### src/rtl/core/page_frame_allocator_macros.svh
// assertion macros for the page frame allocator
// no dependencies; included by files that carry concurrent checks
`ifndef PAGE_FRAME_ALLOCATOR_MACROS_SVH
`define PAGE_FRAME_ALLOCATOR_MACROS_SVH

`ifndef SYNTHESIS
// same-cycle implication
`define PFA_ASSERT_IMPLY(label, clk, rst_n, ante, cons, msg) \
    label: assert property (@(posedge clk) disable iff (!rst_n) (ante) |-> (cons)) \
        else $error(msg);
// next-cycle implication
`define PFA_ASSERT_NEXT(label, clk, rst_n, ante, cons, msg) \
    label: assert property (@(posedge clk) disable iff (!rst_n) (ante) |=> (cons)) \
        else $error(msg);
`else
`define PFA_ASSERT_IMPLY(label, clk, rst_n, ante, cons, msg)
`define PFA_ASSERT_NEXT(label, clk, rst_n, ante, cons, msg)
`endif

`endif

### src/rtl/core/pfa_pkg.sv
// shared constants, codes and types of the page frame allocator
// no dependencies
`timescale 1ns / 1ps
`default_nettype none

package pfa_pkg;

    localparam int ADDR_W     = 32;
    localparam int PAGE_BYTES = 4096;
    localparam int MAX_PAGES  = 32768;
    localparam int PAGE_SHIFT = $clog2(PAGE_BYTES);
    localparam int PFN_W      = ADDR_W - PAGE_SHIFT;
    localparam int CNT_W      = $clog2(MAX_PAGES + 1);
    localparam int STK_AW     = $clog2(MAX_PAGES);
    localparam int CFG_IDX_W  = 1;

    localparam logic [CNT_W-1:0] MAX_COUNT = CNT_W'(MAX_PAGES);

    typedef enum logic [1:0] {
        ACT_ALLOC = 2'd0,
        ACT_FREE  = 2'd1,
        ACT_INIT  = 2'd2
    } pfa_action_t;

    typedef enum logic [1:0] {
        STAT_DONE = 2'd0,
        STAT_OOM  = 2'd1,
        STAT_BAD  = 2'd2,
        STAT_FULL = 2'd3
    } pfa_status_t;

    typedef enum logic [CFG_IDX_W-1:0] {
        REG_HEAP_START = 1'b0,
        REG_HEAP_LIMIT = 1'b1
    } pfa_reg_idx_t;

    typedef enum logic {
        S_IDLE = 1'b0,
        S_EXEC = 1'b1
    } pfa_state_t;

    localparam logic [ADDR_W-1:0] HEAP_START_RST = 32'h8000_0000;
    localparam logic [ADDR_W-1:0] HEAP_LIMIT_RST = 32'h8800_0000;

    // configuration register contents
    typedef struct packed {
        logic [ADDR_W-1:0] heap_start;
        logic [ADDR_W-1:0] heap_limit;
    } pfa_cfg_t;

    // engine status seen by the top level checks
    typedef struct packed {
        logic             busy;
        logic             push;
        logic [CNT_W-1:0] count;
    } pfa_obs_t;

endpackage

`default_nettype wire

### src/rtl/core/pfa_if.sv
// valid/ready channel interfaces: request, response and configuration write
// depends on pfa_pkg for widths
`timescale 1ns / 1ps
`default_nettype none


interface pfa_cfg_if;
    logic                          valid;
    logic                          ready;
    logic [pfa_pkg::CFG_IDX_W-1:0] index;
    logic [pfa_pkg::ADDR_W-1:0]    data;

    modport source (output valid, output index, output data, input ready);
    modport sink   (input valid, input index, input data, output ready);
endinterface

`default_nettype wire

### src/rtl/core/pfa_regs.sv
// heap bound configuration registers
// depends on pfa_pkg and pfa_if
`timescale 1ns / 1ps
`default_nettype none

module pfa_regs (
    input  wire logic   clk,
    input  wire logic   rst_n,
    pfa_cfg_if.sink     cfg,
    output pfa_pkg::pfa_cfg_t regs
);

    logic [pfa_pkg::ADDR_W-1:0] heap_start_reg, heap_start_next;
    logic [pfa_pkg::ADDR_W-1:0] heap_limit_reg, heap_limit_next;

    // writes are always taken
    assign cfg.ready = 1'b1;

    // register write decode
    always_comb
    begin
        heap_start_next = heap_start_reg;
        heap_limit_next = heap_limit_reg;
        if (cfg.valid)
        begin
            case (cfg.index)
                pfa_pkg::REG_HEAP_START: heap_start_next = cfg.data;
                pfa_pkg::REG_HEAP_LIMIT: heap_limit_next = cfg.data;
                default: ;
            endcase
        end
    end

    always_ff @(posedge clk or negedge rst_n)
    begin
        if (!rst_n)
        begin
            heap_start_reg <= pfa_pkg::HEAP_START_RST;
            heap_limit_reg <= pfa_pkg::HEAP_LIMIT_RST;
        end
        else
        begin
            heap_start_reg <= heap_start_next;
            heap_limit_reg <= heap_limit_next;
        end
    end

    assign regs.heap_start = heap_start_reg;
    assign regs.heap_limit = heap_limit_reg;

endmodule

`default_nettype wire

### src/flat_wrapper.sv
// flat-port wrapper written by rule: the top's interface ports become plain ports
module pfa_regs_flat 
  (clk, rst_n, regs, cfg_valid, cfg_index, cfg_data, cfg_ready);
  pfa_cfg_if cfg_i ();
  input  wire logic clk;
  input  wire logic rst_n;
  output pfa_pkg::pfa_cfg_t regs;
  input wire logic [$bits(cfg_i.valid)-1:0] cfg_valid;
  input wire logic [$bits(cfg_i.index)-1:0] cfg_index;
  input wire logic [$bits(cfg_i.data)-1:0] cfg_data;
  output wire logic [$bits(cfg_i.ready)-1:0] cfg_ready;
  assign cfg_i.valid = cfg_valid;
  assign cfg_i.index = cfg_index;
  assign cfg_i.data = cfg_data;
  assign cfg_ready = cfg_i.ready;
  pfa_regs u_core (.clk(clk), .rst_n(rst_n), .cfg(cfg_i), .regs(regs));
endmodule
### config.mk
export PLATFORM = sky130hd
export DESIGN_NAME = pfa_regs_flat
export DESIGN_NICKNAME = d
export VERILOG_FILES = /design/src/rtl/core/page_frame_allocator_macros.svh /design/src/rtl/core/pfa_pkg.sv /design/src/rtl/core/pfa_if.sv /design/src/rtl/core/pfa_regs.sv /design/src/flat_wrapper.sv
export SDC_FILE = /design/constraint.sdc
export NUM_CORES = 1
export LEC_CHECK = 0
export BUFFER_PORTS_ARGS = -buffer_cell sky130_fd_sc_hd__buf_2
export CAP_MARGIN = 10
export CORE_ASPECT_RATIO = 1.25
export CORE_MARGIN = 5
export CORE_UTILIZATION = 33
export DETAILED_ROUTE_END_ITERATION = 8
export SLEW_MARGIN = 20
export SYNTH_ARGS = -nofsm -noshare
export SYNTH_HDL_FRONTEND = slang
export SYNTH_SLANG_ARGS = --single-unit
### constraint.sdc
create_clock -name clk -period 0.95 [get_ports clk]
set_input_delay 0.2375 -clock clk [delete_from_list [all_inputs] [get_ports clk]]
set_output_delay 0.2375 -clock clk [all_outputs]
set_load 0.02 [all_outputs]
* Word-level counts from Yosys, hierarchy flattened
Index checks and enable logic that the tools add are counted.
Word-level totals: word-level logic and storage cells 5, bits of input ports 36, output and inout bits 65, flip-flop bits (word level) 64
Cells by class: reduce and logical (&&, ||, !) cells 2, bitwise gates (word level) 1
Operator list (count):
- AND reduction 2 bit | 2
- inverter 1 bit | 1

* Depth between registers and ports, before layout
Gate-level depths: netlist of run 1.
depth after elaboration 2, mapped depth 4, gate-level depth less buffers 2

* Least setup slack after synthesis of run 1
No wires, ideal clock.
path type input -> register, from input cfg_index, to register u_core.heap_start_reg[10] (netlist name), setup slack -0.105 ns, setup time 0.125 ns, data required time 0.825 ns, stages on the path 4, path buffers 2, data arrival time 0.929 ns, cell sequence nand2b_1 buf_6 buf_12 mux2_4
Between the ends: longest elaborated chain between the ends 2
RTL lines:
- start, declared | RTL line flat_wrapper.sv:9 | input wire logic [$bits(cfg_i.index)-1:0] cfg_index;
- inverter 1 bit (no line)
- AND reduction 2 bit (no line)
- end signal, assigned | RTL line pfa_regs.sv:38 | heap_start_reg <= pfa_pkg::HEAP_START_RST;
- end signal, assigned | RTL line pfa_regs.sv:43 | heap_start_reg <= heap_start_next;
- end, declared | RTL line pfa_regs.sv:13 | logic [pfa_pkg::ADDR_W-1:0] heap_start_reg, heap_start_next;
No other way between the ends. A chain may end at the register's enable or synchronous reset.

* Worst setup path after layout of run 1
from register u_core.heap_limit_reg[27] (netlist name), to output regs[27] (netlist name)
RTL lines:
- start, declared | RTL line pfa_regs.sv:14 | logic [pfa_pkg::ADDR_W-1:0] heap_limit_reg, heap_limit_next;
- start signal, assigned | RTL line pfa_regs.sv:39 | heap_limit_reg <= pfa_pkg::HEAP_LIMIT_RST;
- start signal, assigned | RTL line pfa_regs.sv:44 | heap_limit_reg <= heap_limit_next;
- end, declared | RTL line flat_wrapper.sv:7 | output pfa_pkg::pfa_cfg_t regs;
No word-level cell between the ends.

==> out/metrics.yaml, run 1 <==
synth_area_leaders: "dfrtp_1 (60%), mux2_4 (18%), mux2_2 (15%)"
grt_pass1_vias: 1728
grt_overflow: 0
fin_crit_ns: 1.21
core_area_um2: 7440
critPathLaunchType: "flip-flop"
antenna_found_initial: 0
placed_cell_area_um2: 3200
first_iter_violations: 33
yosys_warnings: 0
synth_largest_area_cell: "dfrtp_1"
routed_via_density: 4.42
synth-seq-area-share: 0.630
status: "finished, violations left"
post-dp-hpwl_um: 4020
place.gp.congestion: 0.711
max_stage_delay_ns: 0.54
worst_setup_path_end_kind: "primary output"
cp_num_buf_inv: 1
detail-route-antenna-nets: 0
p_sw_uw: 2290
vdd_drop_max_v: 0.00103
setup_violations: 69
synth.distinct_cells: 11
path_max_fanout: 2
crit_type: "reg2out"
first_pass_iters: 4
worst_clock_skew_ns: 0
p_leak_uw: 0.00199
layout.nets: 316
final_cell_mix: "buf_6 (67), dfrtp_1 (61), buf_2 (35)"
antenna_cells: 0
holdCritPathClass: "in2reg"
power_uw: 8020
drc_errors: 0
pwr-share-comb: 0.315
avgRoutedWirePerCell_um: 15.6
crit_slowest_cell: "dfstp_2"
drive_gt1_frac: 0.772
final_common_cell: "buf_6"
io_pins: 101
utilization: 0.538
htreeDepth: 3
clock_latency_ns: 0.32
finalHoldViolCount: 0
cts_buffer_depth: 2
max_freq_ghz: 0.827
clock_sinks: 64
grt_usage: 0.123
cts_root_buf: "clkbuf_8"
area_delta_synth_final_pct: 57.3
grt_pass1_wl_um: 8940
p_per_area_nw_per_um2: 2000
power.share.clock: 0.255
synth_top_area_frac: 0.600
internal_power_uw: 5730
violations: "setup timing"
timing.final.crit_share: 1.27
num_rows: 35
crit_required_ns: 0.71
vias: 1666
start_util: 0.342
syn_inst: 139
port-buffer-count: 99
synth_area_um2: 2550
tns_ns: -9.42
crit_family: "flip-flops"
worst_slack_ns: -0.260
grt_max_degree: 31
switching_share: 0.285
finish.instance_area_um2: 4010
cts_tree: "yes"
cts.clk_slew.worst_paths_ns: 0.07
die_h_um: 108
drv_slew: 0
arrival_ns: 0.97
die_area_um2: 9580
dp_slack_ns: -0.190
synth_fp_nets: 175
synth_seq_cells: 64
routed_wl_um: 5870
cts_buffers: 9
postSynthAreaPerCell_um2: 18.3
die_w_um: 88.6
crit_chain: "buf_6"
seqPwrFrac: 0.429
rsz0062_at_grt: "true"
drv_cap: 0
cell families (layout without fill, tap and decap cells):
family,Yosys count,in the layout,share of synthesized area
buffers and inverters,8,154,0.0369
DFF,64,64,0.630
muxes,64,64,0.327
other,1,1,0.00147
and+or+nand+nor,2,2,0.00393
final timing paths:
| kind | slack (ns) | end | from | depth (start not counted) |
|---|---|---|---|---|
| min | 0.15 | u_core.heap_start_reg[9]$_DFFE_PN0P_ | cfg_data[9] | 2 |
| min in group asynchronous | 0.32 | u_core.heap_start_reg[16]$_DFFE_PN0P_ | rst_n | 2 |
| max in group asynchronous | 0.13 | u_core.heap_limit_reg[27]$_DFFE_PN1P_ | rst_n | 3 |
| max | -0.26 | regs[27] | u_core.heap_limit_reg[27]$_DFFE_PN1P_ | 1 |
| min reg2reg | 0.53 | u_core.heap_limit_reg[17]$_DFFE_PN0P_ | u_core.heap_limit_reg[17]$_DFFE_PN0P_ | 1 |
| max reg2reg | -0.06 | u_core.heap_start_reg[12]$_DFFE_PN0P_ | u_core.heap_start_reg[12]$_DFFE_PN0P_ | 3 |
stage by stage:
step           instances  hold WS, ns
2_1_floorplan        139      -0.0581
3_3_place_gp         332        0.126
3_5_place_dp         332        0.122
4_1_cts              364        0.124
5_1_grt              377        0.133
6_report             377        0.154
synthesized netlist by cell type (all sizes together):
| library cell | instances |
|---|---|
| dfrtp | 61 |
| nand2 | 1 |
| buf | 8 |
| nand2b | 1 |
| conb | 1 |
| dfstp | 3 |
| mux2 | 64 |
per-layer routing:
metal | up-vias | part of all wire | global-route usage
li1 | 776 | - | -
met1 | 826 | 0.42 | 0.157
met2 | 59 | 0.50 | 0.190
met3 | 5 | 0.074 | 0.0335
met4 | 0 | 0.010 | 0.0648
met5 | - | 0 | 0
power by group through the flow:
stage               logic (µW)  registers, µW  clock network [µW]
floorplan                  607           3900                   0
global placement          1770           3390                   0
detailed placement        1800           3390                   0
CTS                       2410           3440                2150
global route              2670           3490                2270
finish                    2530           3440                2050
final cells by class:
type | instances | area (µm²)
clock buffer | 13 | 159
tap | 92 | 115
sequential | 64 | 1610
clock inverter | 3 | 17.5
fill | 612 | 3440
multi-input combinational | 67 | 857
timing repair buffer | 138 | 1250
what timing repair did:
action	CTS	global route
endpoints found under the setup margin	64	64
buffers inserted	15	13
hold buffers	1	0
cloned	0	0
endpoints found under the hold margin	5	0
gates resized for setup	128	3
Power figures use the tool's default switching activity.
==> inputs of run 2 (changes only) <==
==> constraint.sdc (replaced) <==
create_clock -name clk -period 1.25 [get_ports clk]
set_input_delay 0.3125 -clock clk [delete_from_list [all_inputs] [get_ports clk]]
set_output_delay 0.3125 -clock clk [all_outputs]
set_load 0.02 [all_outputs]
==> out/metrics.yaml, run 2 (same netlist as run 1, synthesis figures left out) <==
status: "finished, violations left"
violations: "setup timing"
vias: 1549
max_freq_ghz: 0.772
grt_max_degree: 29
setup_violations: 3
drive_gt1_frac: 0.744
finish.instance_area_um2: 3430
drv_slew: 0
start_util: 0.342
die_area_um2: 9580
final_cell_mix: "buf_2 (96), dfrtp_1 (61), mux2_2 (34)"
final_common_cell: "buf_2"
grt_pass1_wl_um: 8360
cts_tree: "yes"
placed_cell_area_um2: 3170
clock_sinks: 64
path_max_fanout: 2
worst_slack_ns: -0.0445
finalHoldViolCount: 0
clock_latency_ns: 0.32
holdCritPathClass: "in2reg"
routed_wl_um: 5280
crit_chain: "buf_6"
cp_num_buf_inv: 1
crit_family: "flip-flops"
layout.nets: 285
cts_root_buf: "clkbuf_8"
pwr-share-comb: 0.233
timing.final.crit_share: 1.04
crit_type: "reg2out"
io_pins: 101
grt_pass1_vias: 1693
rsz0062_at_grt: "true"
die_w_um: 88.6
seqPwrFrac: 0.435
area_delta_synth_final_pct: 34.7
p_leak_uw: 0.00173
post-dp-hpwl_um: 3950
htreeDepth: 3
switching_share: 0.282
die_h_um: 108
detail-route-antenna-nets: 0
first_iter_violations: 31
worst_setup_path_end_kind: "primary output"
power.share.clock: 0.333
core_area_um2: 7440
grt_overflow: 0
antenna_found_initial: 0
cts_buffer_depth: 2
vdd_drop_max_v: 0.000642
port-buffer-count: 99
num_rows: 35
antenna_cells: 0
p_sw_uw: 1650
critPathLaunchType: "flip-flop"
grt_usage: 0.116
cts_buffers: 9
cts.clk_slew.worst_paths_ns: 0.07
first_pass_iters: 4
worst_clock_skew_ns: 0
routed_via_density: 4.48
crit_required_ns: 0.94
drc_errors: 0
arrival_ns: 0.98
fin_crit_ns: 1.29
max_stage_delay_ns: 0.54
place.gp.congestion: 0.666
crit_slowest_cell: "dfstp_2"
p_per_area_nw_per_um2: 1710
internal_power_uw: 4200
power_uw: 5850
avgRoutedWirePerCell_um: 15.3
drv_cap: 0
## run 2: cell types whose count changed in the layout (fill, tap and decap cells not counted), moves of 2 or more
cell / change
buf_4: -29
buf_2: +61
bufinv_16: +2
buf_6: -64
## run 2: power by group through the flow
| stage | Clock [µW] | Combinational [µW] | Sequential (µW) |
|---|---|---|---|
| 2_1_floorplan | 0 | 452 | 2960 |
| 3_3_place_gp | 0 | 1350 | 2570 |
| 3_5_place_dp | 0 | 1360 | 2580 |
| 4_1_cts | 2030 | 1380 | 2550 |
| 5_1_grt | 2120 | 1450 | 2580 |
| 6_report | 1950 | 1360 | 2550 |
## run 2: area by class of cell
cell class,instances,area [µm²]
clock inverter,5,80.1
fill,686,4010
sequential,64,1610
clock buffer,11,141
tap,92,115
multi-input combinational,67,850
timing repair buffer,107,639
## run 2: layer usage
layer	part of all wire	vias to the layer above	GRT usage
li1	-	701	-
met1	0.40	782	0.135
met2	0.50	59	0.190
met3	0.080	7	0.0396
met4	0.018	0	0.0551
met5	0	-	0
## run 2: metrics by stage
step	cells	hold WS [ns]	worst slack (ns)	utilization	setup TNS, ns
floorplan	139	0.0169	0.120	-	0
global placement	328	0.233	0.00574	0.426	0
detailed placement	328	0.235	-0.00309	0.426	-0.00938
CTS	345	0.197	-0.0676	0.460	-0.191
global route	346	0.200	-0.0887	0.461	-0.241
finish	346	0.220	-0.0445	0.461	-0.118
## run 2: what timing repair did
action,4_1_cts,5_1_grt
resized for setup,6,0
pin swaps,0,0
setup buffers,0,1
hold endpoints to repair,10,0
endpoints found under the setup margin,3,4
hold buffers,1,0
## run 2: path summary, 6_finish.rpt
kind | from | endpoint | slack, ns | cells past startpoint
setup / recovery | u_core.heap_limit_reg[27]$_DFFE_PN1P_ | regs[27] | -0.04 | 1
hold reg to reg | u_core.heap_limit_reg[21]$_DFFE_PN0P_ | u_core.heap_limit_reg[21]$_DFFE_PN0P_ | 0.50 | 1
min in group asynchronous | rst_n | u_core.heap_start_reg[26]$_DFFE_PN0P_ | 0.40 | 2
max in group asynchronous | rst_n | u_core.heap_start_reg[31]$_DFFE_PN1P_ | 0.30 | 3
hold / removal | cfg_data[25] | u_core.heap_start_reg[25]$_DFFE_PN0P_ | 0.22 | 2
setup reg to reg | u_core.heap_start_reg[21]$_DFFE_PN0P_ | u_core.heap_start_reg[21]$_DFFE_PN0P_ | 0.38 | 2
